==> src/hw/rtl/serial_command_frame_decoder_macros.svh <==
// Assertion macros for the serial command frame decoder.
// Expects clk and arst_n in the scope of each use.
`ifndef SERIAL_COMMAND_FRAME_DECODER_MACROS_SVH
`define SERIAL_COMMAND_FRAME_DECODER_MACROS_SVH

// antecedent implies consequent in the same cycle
`define SCFD_ASSERT_NOW(label, ante, cons, msg) \
	label: assert property (@(posedge clk) disable iff (!arst_n) (ante) |-> (cons)) \
		else $error(msg);

// antecedent implies consequent in the next cycle
`define SCFD_ASSERT_NEXT(label, ante, cons, msg) \
	label: assert property (@(posedge clk) disable iff (!arst_n) (ante) |=> (cons)) \
		else $error(msg);

`endif

==> src/hw/rtl/scfd_pkg.sv <==
// Shared types, command codes and tables for the serial command frame decoder.
// No dependencies.
package scfd_pkg;

	localparam logic [7:0] SIG_RESET = 8'hC0;
	localparam logic [7:0] CMD_COUNT = 8'd5;

	typedef enum logic [2:0] {
		CMD_PING       = 3'd0,
		CMD_SET_OUTPUT = 3'd1,
		CMD_SET_SERVO  = 3'd2,
		CMD_STEP_MOTOR = 3'd3,
		CMD_STOP_MOTOR = 3'd4
	} cmd_e;

	typedef enum logic [2:0] {
		CNT_WAIT_SIG = 3'd0,
		CNT_WAIT_CMD = 3'd1
	} cnt_code_e;

	typedef struct packed {
		logic [2:0]  command_code;
		logic [7:0]  first_param;
		logic [3:0]  channel_bank;
		logic [3:0]  channel_pin;
		logic        output_level;
		logic [15:0] servo_duty;
		logic [7:0]  step_delay;
		logic [15:0] step_count;
	} result_t;

	function automatic logic [2:0] param_len(input logic [2:0] cmd);
		logic [2:0] len;
		case (cmd)
			CMD_PING:       len = 3'd1;
			CMD_SET_OUTPUT: len = 3'd2;
			CMD_SET_SERVO:  len = 3'd3;
			CMD_STEP_MOTOR: len = 3'd4;
			CMD_STOP_MOTOR: len = 3'd1;
			default:        len = 3'd1;
		endcase
		return len;
	endfunction

endpackage

==> src/hw/rtl/scfd_apb.sv <==
// APB register port holding the frame signature.
// Depends on scfd_pkg.
module scfd_apb (
	input  logic        clk,
	input  logic        arst_n,
	input  logic        psel,
	input  logic        penable,
	input  logic        pwrite,
	input  logic [2:0]  paddr,
	input  logic [31:0] pwdata,
	output logic [31:0] prdata,
	output logic        pready,
	output logic [7:0]  signature
);

	logic [7:0] signature_q;
	logic       sel_sig;

	assign sel_sig   = (paddr[2] == 1'b0);
	assign pready    = 1'b1;
	assign signature = signature_q;
	assign prdata    = sel_sig ? {24'd0, signature_q} : 32'd0;

	always_ff @(posedge clk or negedge arst_n) begin
		if (!arst_n) begin
			signature_q <= scfd_pkg::SIG_RESET;
		end else if (psel && penable && pwrite && pready && sel_sig) begin
			signature_q <= pwdata[7:0];
		end
	end

endmodule

==> src/hw/rtl/scfd_frame.sv <==
// Frame tracker: byte count, held command, parameter store, result decode.
// Depends on scfd_pkg and serial_command_frame_decoder_macros.svh.
`include "serial_command_frame_decoder_macros.svh"

module scfd_frame (
	input  logic                  clk,
	input  logic                  arst_n,
	input  logic                  step,
	input  logic [7:0]            rx_byte,
	input  logic [7:0]            signature,
	output logic                  done,
	output scfd_pkg::result_t     result
);

	logic [2:0] bytes_received_q;
	logic [2:0] held_command_q;
	logic [7:0] param_q [4];
	logic [2:0] cnt_next;
	logic [2:0] cmd_next;
	logic [2:0] cnt_less;
	logic [1:0] idx;
	logic [7:0] p [4];
	logic       in_params;

	assign in_params = (bytes_received_q != scfd_pkg::CNT_WAIT_SIG) &&
		(bytes_received_q != scfd_pkg::CNT_WAIT_CMD);
	assign cnt_less = bytes_received_q - 3'd2;
	assign idx      = cnt_less[1:0];
	assign done     = in_params &&
		((bytes_received_q - 3'd1) >= scfd_pkg::param_len(held_command_q));

	always_comb begin
		for (int k = 0; k < 4; k++) begin
			p[k] = (idx == k[1:0]) ? rx_byte : param_q[k];
		end
	end

	always_comb begin
		cnt_next = bytes_received_q;
		cmd_next = held_command_q;
		case (bytes_received_q)
			scfd_pkg::CNT_WAIT_SIG: begin
				if (rx_byte == signature) cnt_next = scfd_pkg::CNT_WAIT_CMD;
			end
			scfd_pkg::CNT_WAIT_CMD: begin
				if (rx_byte < scfd_pkg::CMD_COUNT) begin
					cmd_next = rx_byte[2:0];
					cnt_next = 3'd2;
				end else begin
					cnt_next = scfd_pkg::CNT_WAIT_SIG;
				end
			end
			default: begin
				cnt_next = done ? 3'(scfd_pkg::CNT_WAIT_SIG) : bytes_received_q + 3'd1;
			end
		endcase
	end

	always_comb begin
		result              = '0;
		result.command_code = held_command_q;
		result.first_param  = p[0];
		result.channel_bank = p[0][7:4];
		result.channel_pin  = p[0][3:0];
		if (held_command_q == scfd_pkg::CMD_SET_OUTPUT) result.output_level = p[1][0];
		if (held_command_q == scfd_pkg::CMD_SET_SERVO) result.servo_duty = {p[1], p[2]};
		if (held_command_q == scfd_pkg::CMD_STEP_MOTOR) begin
			result.step_delay = p[1];
			result.step_count = {p[2], p[3]};
		end
	end

	always_ff @(posedge clk or negedge arst_n) begin
		if (!arst_n) begin
			bytes_received_q <= 3'd0;
			held_command_q   <= 3'd0;
		end else if (step) begin
			bytes_received_q <= cnt_next;
			held_command_q   <= cmd_next;
		end
	end

	always_ff @(posedge clk) begin
		if (step && in_params) begin
			param_q[idx] <= rx_byte;
		end
	end

	`SCFD_ASSERT_NOW(a_cnt_range, 1'b1, bytes_received_q <= 3'd5, "byte count out of range")
	`SCFD_ASSERT_NOW(a_cmd_valid, in_params, held_command_q < 3'd5, "held command invalid")
	`SCFD_ASSERT_NEXT(a_done_clears, step && done, bytes_received_q == 3'd0, "count not cleared")
	`SCFD_ASSERT_NOW(a_done_in_params, done, in_params, "result outside parameter phase")

endmodule

==> src/hw/rtl/serial_command_frame_decoder.sv <==
// Top level of the serial command frame decoder: input stage, output register.
// Depends on scfd_pkg, scfd_apb and scfd_frame.
//
// Takes one received byte per transaction and emits one decoded command when
// the last parameter byte of a valid frame arrives. A byte is accepted every
// cycle unless the input stalls: each byte is held in the input register, is
// decoded against the frame state there and, if it completes a frame, lands
// in the output register. The input stalls only while a finished result waits
// in the output register, out_stall is high and the input register is full.
// The frame signature (reset 0xC0) lies at address 0.
module serial_command_frame_decoder (
	input  logic               clk,
	input  logic               arst_n,
	input  logic               psel,
	input  logic               penable,
	input  logic               pwrite,
	input  logic [2:0]         paddr,
	input  logic [31:0]        pwdata,
	output logic [31:0]        prdata,
	output logic               pready,
	input  logic               in_valid,
	output logic               in_stall,
	input  logic [7:0]         rx_byte,
	output logic               out_valid,
	input  logic               out_stall,
	output logic [2:0]         command_code,
	output logic [7:0]         first_param,
	output logic [3:0]         channel_bank,
	output logic [3:0]         channel_pin,
	output logic               output_level,
	output logic [15:0]        servo_duty,
	output logic [7:0]         step_delay,
	output logic signed [15:0] step_count
);

	logic              valid_s1;
	logic [7:0]        byte_s1;
	logic              out_valid_q;
	scfd_pkg::result_t result_q;
	scfd_pkg::result_t result;
	logic              done;
	logic              out_ready;
	logic              step;
	logic              in_accept;
	logic [7:0]        signature;

	assign out_ready = !out_valid_q || !out_stall;
	assign step      = valid_s1 && out_ready;
	assign in_stall  = valid_s1 && !out_ready;
	assign in_accept = in_valid && !in_stall;

	scfd_apb u_apb (
		.clk       (clk),
		.arst_n    (arst_n),
		.psel      (psel),
		.penable   (penable),
		.pwrite    (pwrite),
		.paddr     (paddr),
		.pwdata    (pwdata),
		.prdata    (prdata),
		.pready    (pready),
		.signature (signature)
	);

	scfd_frame u_frame (
		.clk       (clk),
		.arst_n    (arst_n),
		.step      (step),
		.rx_byte   (byte_s1),
		.signature (signature),
		.done      (done),
		.result    (result)
	);

	always_ff @(posedge clk or negedge arst_n) begin
		if (!arst_n) begin
			valid_s1    <= 1'b0;
			out_valid_q <= 1'b0;
		end else begin
			if (in_accept) valid_s1 <= 1'b1;
			else if (step) valid_s1 <= 1'b0;
			if (out_ready) out_valid_q <= step && done;
		end
	end

	always_ff @(posedge clk) begin
		if (in_accept) byte_s1 <= rx_byte;
		if (step && done) result_q <= result;
	end

	assign out_valid    = out_valid_q;
	assign command_code = result_q.command_code;
	assign first_param  = result_q.first_param;
	assign channel_bank = result_q.channel_bank;
	assign channel_pin  = result_q.channel_pin;
	assign output_level = result_q.output_level;
	assign servo_duty   = result_q.servo_duty;
	assign step_delay   = result_q.step_delay;
	assign step_count   = result_q.step_count;

endmodule
==> config.mk <==
export PLATFORM = sky130hd
export DESIGN_NAME = serial_command_frame_decoder
export DESIGN_NICKNAME = d
export VERILOG_FILES = /design/src/hw/rtl/scfd_pkg.sv /design/src/hw/rtl/scfd_apb.sv /design/src/hw/rtl/scfd_frame.sv /design/src/hw/rtl/serial_command_frame_decoder.sv
export VERILOG_INCLUDE_DIRS = /design/src /design/src/hw/rtl
export SDC_FILE = /design/constraint.sdc
export NUM_CORES = 1
export LEC_CHECK = 0
export ABC_AREA = 1
export BUFFER_PORTS_ARGS = -buffer_cell sky130_fd_sc_hd__buf_2
export CAP_MARGIN = 20
export CELL_PAD_IN_SITES_DETAIL_PLACEMENT = 1
export CELL_PAD_IN_SITES_GLOBAL_PLACEMENT = 1
export CORE_MARGIN = 3
export CORE_UTILIZATION = 42
export DETAILED_ROUTE_END_ITERATION = 12
export GPL_TIMING_DRIVEN = 0
export PLACE_DENSITY_LB_ADDON = 0.1
export SETUP_SLACK_MARGIN = 0.5
export SLEW_MARGIN = 5
export SYNTH_ARGS = -nofsm -noshare
export SYNTH_HDL_FRONTEND = slang
export SYNTH_SLANG_ARGS = --single-unit
==> constraint.sdc <==
create_clock -name clk -period 8.42 [get_ports clk]
set_input_delay 0.842 -clock clk [delete_from_list [all_inputs] [get_ports clk]]
set_output_delay 0.842 -clock clk [all_outputs]
set_load 0.02 [all_outputs]
**Word-level counts from Yosys, hierarchy flattened**

Memories as Yosys holds them, arrays and structs flattened. A register that Yosys moved wholly into a read port is not among the register bits.
Index checks and enable logic that the tools add are counted.

- Logic and storage cells: 67
- Bits in registers: 84
- Bits of input ports: 50
- Output and inout port bits: 95
- Bits in writable memories: 32
- Memories: 1

- Add/subtract/negate cells: 3
- Eq/ne operators: 10
- Bitwise logic cells: 1
- $lt $le $gt $ge: 2
- Reduce and logical (&&, ||, !) cells: 22
- Muxes and demuxes: 14

Memories:

| name | words | width | rd ports | clocked after Yosys merged registers in | write ports | RTL line | RTL |
|---|---|---|---|---|---|---|---|
| u_frame.param_q | 4 | 8 | 4 | 1 | 1 | scfd_frame.sv:17 | `logic [7:0] param_q [4];` |

Operators by type and width:

| cell | count |
|---|---|
| $mux W8 | 5 |
| $logic_and A1 B1 Y1 | 10 |
| $pmux W3 S3 | 1 |
| $eq A8 B8 Y1 | 1 |
| $lt A8 B3 Y1 const B | 1 |
| $eq A3 B1 Y1 const B | 2 |
| $eq A3 B2 Y1 const B | 2 |
| $mux W3 | 2 |
| $pmux W3 S2 | 1 |
| $logic_not A1 Y1 | 5 |
| $eq A2 B2 Y1 const B | 2 |
| $mux W1 | 4 |
| $add A3 B1 Y3 const B | 1 |
| $ge A3 B3 Y1 | 1 |
| $logic_not A3 Y1 | 1 |
| $ne A3 B1 Y1 const B | 1 |
| $reduce_and A3 Y1 | 1 |
| $reduce_bool A3 Y1 | 1 |
| $sub A3 B1 Y3 const B | 1 |
| $eq A2 B1 Y1 const B | 1 |
| $logic_not A2 Y1 | 1 |
| $mux W2 | 1 |
| $ne A2 B1 Y1 const B | 1 |
| $reduce_and A2 Y1 | 1 |
| other kinds (4) | 4 |

**Logic depth before layout (Yosys ltp)**

- Depth after elaboration: 7
- Depth in mapped cells: 12
- Gate-level depth less buffers: 12

**Cells and area by module**

Synthesis repeated with hierarchy kept, for this count alone.

- Cells, all modules: 438
- Area total of the unflattened synthesis: 5,024.8 sq um

Modules (own cells, without submodules):

| module | cells each | sequential area each (sq um) | times used | area each (sq um) |
|---|---|---|---|---|
| scfd_frame | 274 | 1,111.1 | 1 | 2,269.7 |
| serial_command_frame_decoder | 83 | 2,092.0 | 1 | 2,143.3 |
| scfd_apb | 81 | 202.7 | 1 | 611.8 |

**Worst setup path after synthesis**

Ideal clock, no wire load.

- Path kind: register to register
- Start point: register u_frame.bytes_received_q[1]
- End point: register result_q (netlist bit command_code[0]), enable pin
- Path slack: 5,253 ps
- Clock period less this slack: 3,167 ps
- Path buffers: 0
- Data arrival time: 2,761 ps
- Cell stages (with the launch flop): 12
- Required time: 8,014 ps
- Setup time: 406 ps
- Cells stage by stage: dfrtp_1 inv_1 ha_1 ha_1 inv_1 ha_1 nand2_1 a21oi_1 nor2_1 nor2_1 nand2_1 inv_1

- Word-level cells in the longest chain between the ends: 4
- Elaborated cells between the ends (all ways): 7
- Those cells by class: add/sub (1); order compare (1); eq/ne (1); reduce/logical (4)

RTL lines:

| element | RTL line | RTL |
|---|---|---|
| from (decl) | scfd_frame.sv:15 | `logic [2:0] bytes_received_q;` |
| from (signal assigned) | scfd_frame.sv:78 | `bytes_received_q <= cnt_next;` |
| $sub A3 B1 Y3, or another cell as far along | scfd_frame.sv:30 | `((bytes_received_q - 3'd1) >= scfd_pkg::param_len(held_command_q));` |
| $ge A3 B3 Y1 / $logic_and A1 B1 Y1 (equally long branches) | scfd_frame.sv:30, scfd_frame.sv:25 |  |
| $logic_and A1 B1 Y1 * | scfd_frame.sv:29 | `assign done = in_params &&` |
| $logic_and A1 B1 Y1 * | serial_command_frame_decoder.sv:88 | `if (step && done) result_q <= result;` |
| to (signal assigned) | serial_command_frame_decoder.sv:88 |  |
| to (decl) | serial_command_frame_decoder.sv:39 | `scfd_pkg::result_t result_q;` |

Every way passes the cells marked *; elsewhere a longest branch is shown, timed or not.
A chain may end at the register's enable or synchronous reset.

**Worst setup path after layout**

- Start point: register u_frame.bytes_received_q[0]
- End point: register result_q (netlist bit step_delay[7]), enable pin

Same word-level chain as after synthesis.

==> results_dict.tcl <==
set metrics [dict create \
    cts.sinks 108 \
    finalHoldViolations 0 \
    ctsRootBufferMaster "sky130_fd_sc_hd__clkbuf_8" \
    final_period_minus_worst_setup_slack_ns 2.972 \
    cts-buffers-inserted 9 \
    cts_resized 0 \
    clk_pin_slew_ns 0.10 \
    ctsHoldBuffers 0 \
    timing.critical_path.arrival_ns 3.04 \
    timing.final.crit_share_pct 35.30 \
    totalWireLength_um 10650 \
    layout.cells.most_common "sky130_fd_sc_hd__buf_2" \
    slew-limit-headroom_pct 52.46 \
    globalRoute.totalOverflow 0 \
    layout_common_cells "sky130_fd_sc_hd__buf_2 (97), sky130_fd_sc_hd__edfxtp_1 (92), sky130_fd_sc_hd__nand2_1 (69)" \
    finalCoreUtilization_pct 53.00 \
    dieArea_um2 12390 \
    dp_slack_ns 5.447 \
    vdd_drop_max_mv 0.1063 \
    n_antenna_cell 0 \
    worstReg2RegEnd "step_delay[7]$_SDFFCE_PN0P_" \
    synth-warning-count 0 \
    detail_route.vias_per_cell 4.741 \
    cts-htree-levels 3 \
    place_area_um2 5394 \
    drtAntennaViolNets 0 \
    syn_to_final_growth_pct 20.12 \
    final_design_area_no_fill_um2 5594 \
    report.final.slew_viol_count 0 \
    synth_enable_flop_cells 92 \
    worst_pin_slew_ns 0.7105 \
    io-pin-count 145 \
    timing.critical_path.to "step_delay[7]$_SDFFCE_PN0P_" \
    dp.final_hpwl_um 7813 \
    crit_type "reg -> reg" \
    via_count 3186 \
    post_route_cells_drive_above_1_share_pct 30.97 \
    setup-violations-final 0 \
    synth_sequential_area_ratio_pct 67.97 \
    synth_area_per_cell_um2 11.53 \
    clock.fmax_mhz 336.4 \
    synth_top_cell_by_area "sky130_fd_sc_hd__edfxtp_1" \
    hold_path_class "in -> async" \
    synth-seq-cells 108 \
    grt_first_pass_wirelength_um 17390 \
    synth_top_cell_area_share_pct 59.32 \
    first_global_vias 3330 \
    grtUsageTotal_pct 17.95 \
    maximum_number_of_pins_on_one_net_before_global_route_repair 40 \
    clockBufferDepth 2 \
    route.detailed.drc 0 \
    startpoint_type "register" \
    clk_latency_ns 0.38 \
    fp.dieH_um 111.3 \
    netlist_area_um2 4657 \
    critPathMaxFanout 39 \
    cap_viol_max_count 0 \
    worst_path_setup_slack_after_routing_ns 5.448 \
    crit_path_start "u_frame.bytes_received_q[0]$_DFFE_PN0P_" \
    number_of_cell_instances_on_the_worst_register_to_register_path 12 \
    synthCells 404 \
    gp_routability_congestion 0.7986 \
    wl_per_cell_um 15.85 \
    rsz0062_at_grt "false" \
    status "finished, final reports clean" \
    drtIter0Drc 101 \
    post_cts.repair.setup_buffers 0 \
    antenna_found_initial 0 \
    fin_setup_tns_ns 0 \
    final_net_count 589 \
    ys_async_sr_fraction_pct 14.81 \
    initial_utilization_pct 44.12 \
    std_cell_rows 37 \
    fin_skew_ns 0.009393 \
    fillCellCount 1209 \
    port_buffers 92 \
    design.core.area_um2 10560 \
    synth.lib_cells_used.distinct 28 \
    cts_tree "done" \
    endpoint_kind "register" \
    die_width_um 111.3 \
    ys_dominant_reg_cell "sky130_fd_sc_hd__edfxtp_1" \
    rrSetupSlack_ns 5.45 \
    netlist_top_cells_area "sky130_fd_sc_hd__edfxtp_1 (59%), sky130_fd_sc_hd__dfrtp_1 (7.5%), sky130_fd_sc_hd__nand2_1 (5.6%)" \
    required_ns 8.49 \
    p_leak_nw 2.386 \
    p_per_area_nw_per_um2 210.8 \
    worst_r2r_startpoint "u_frame.bytes_received_q[0]$_DFFE_PN0P_" \
    detail_route.first_pass.iterations 4 \
    final.hold.worst_slack_ns 0.3642 \
]
-- stage by stage --
stage,cells,power [mW]
final,672,1.179
after floorplan,427,0.7970
after global placement,655,0.8578
after detailed placement,656,0.8705
after global routing,672,1.244
after CTS,672,1.187
-- sequential cells by signal, summed over array words and instances (netlist names), 3 cells and up --
name and count:
u_frame.bytes_received_q 3, byte_s1 8, u_frame.held_command_q 3, step_delay 8, step_count 16, servo_duty 16
first_param 8, u_frame.param_q 32, command_code 3, u_apb.signature 8
-- per-layer routing --
layer  up-vias  share of wire (%)  track usage, %
li1       1533                  -               -
met5         -                  0               0
met3         9                4.8           3.657
met1      1548                 42           22.07
met4         0                1.1           4.704
met2        96                 53           32.29
-- cell usage after synthesis (3+ instances only) --
cell type / number
sky130_fd_sc_hd__nor2_1: 60
sky130_fd_sc_hd__nand2_1: 69
sky130_fd_sc_hd__edfxtp_1: 92
sky130_fd_sc_hd__o21ai_0: 33
sky130_fd_sc_hd__inv_1: 35
sky130_fd_sc_hd__buf_2: 5
sky130_fd_sc_hd__dfrtp_1: 14
sky130_fd_sc_hd__ha_1: 8
sky130_fd_sc_hd__nand3_1: 8
sky130_fd_sc_hd__buf_4: 33
sky130_fd_sc_hd__a21oi_1: 19
sky130_fd_sc_hd__xnor2_1: 3
-- area by class of cell --
type                    instances  area, µm²  share of cell area, %
flip-flops and latches        108       3166                  56.59
multi-input cells             238       1124                  20.09
repair buffers                 93      480.5                  8.589
plain buffers                  42      302.8                  5.413
well taps                     136      170.2                  3.042
inverters                      39      151.4                  2.706
clock buffers                   9      123.9                  2.214
clock inverters                 7      76.32                  1.364
-- report_power, final --
part / internal [mW] / switching (mW)
registers: 0.610 / 0.0242
logic: 0.0744 / 0.148
clock network: 0.139 / 0.183
-- critical path, stage by stage, from the launching register on --
cell and delay [ns]:
sky130_fd_sc_hd__dfrtp_1 0.48, sky130_fd_sc_hd__inv_1 0.11, sky130_fd_sc_hd__ha_1 0.34, sky130_fd_sc_hd__ha_1 0.33, sky130_fd_sc_hd__inv_1 0.04, sky130_fd_sc_hd__ha_1 0.29, sky130_fd_sc_hd__nand2_1 0.05, sky130_fd_sc_hd__a21oi_1 0.11
sky130_fd_sc_hd__nor2_1 0.08, sky130_fd_sc_hd__nor2_1 0.14, sky130_fd_sc_hd__nand2_1 0.11, sky130_fd_sc_hd__inv_2 0.30, sky130_fd_sc_hd__buf_12 0.27
-- how the worst min path moves through the flow --
stage,start,endpoint,slack (ns),cells after the start
2_1_floorplan,u_frame.held_command_q[0]$_DFFE_PN0P_,command_code[0]$_DFFE_PP_,0.45,0
3_3_place_gp,u_frame.held_command_q[0]$_DFFE_PN0P_,command_code[0]$_DFFE_PP_,0.47,0
3_5_place_dp,u_frame.held_command_q[0]$_DFFE_PN0P_,command_code[0]$_DFFE_PP_,0.47,0
4_1_cts,arst_n,u_apb.signature[1]$_DFFE_PN0P_,0.37,1
5_1_grt,arst_n,u_apb.signature[5]$_DFFE_PN0P_,0.38,1
6_report,arst_n,u_apb.signature[1]$_DFFE_PN0P_,0.36,1
-- cell families (layout without fill, tap and decap cells) --
logic type	after synthesis	after routing	synth area share [%]
AND/OR/NAND/NOR	146	146	13.08
adder cells (fa/ha/maj)	8	8	2.149
AO/OA/AOI/OAI	56	56	6.314
buffers and inverters	81	190	9.753
other	2	25	0.1613
XOR/XNOR	3	3	0.5643
flip-flops	108	108	67.97
Note: power is estimated with default switching activity, not from simulation.
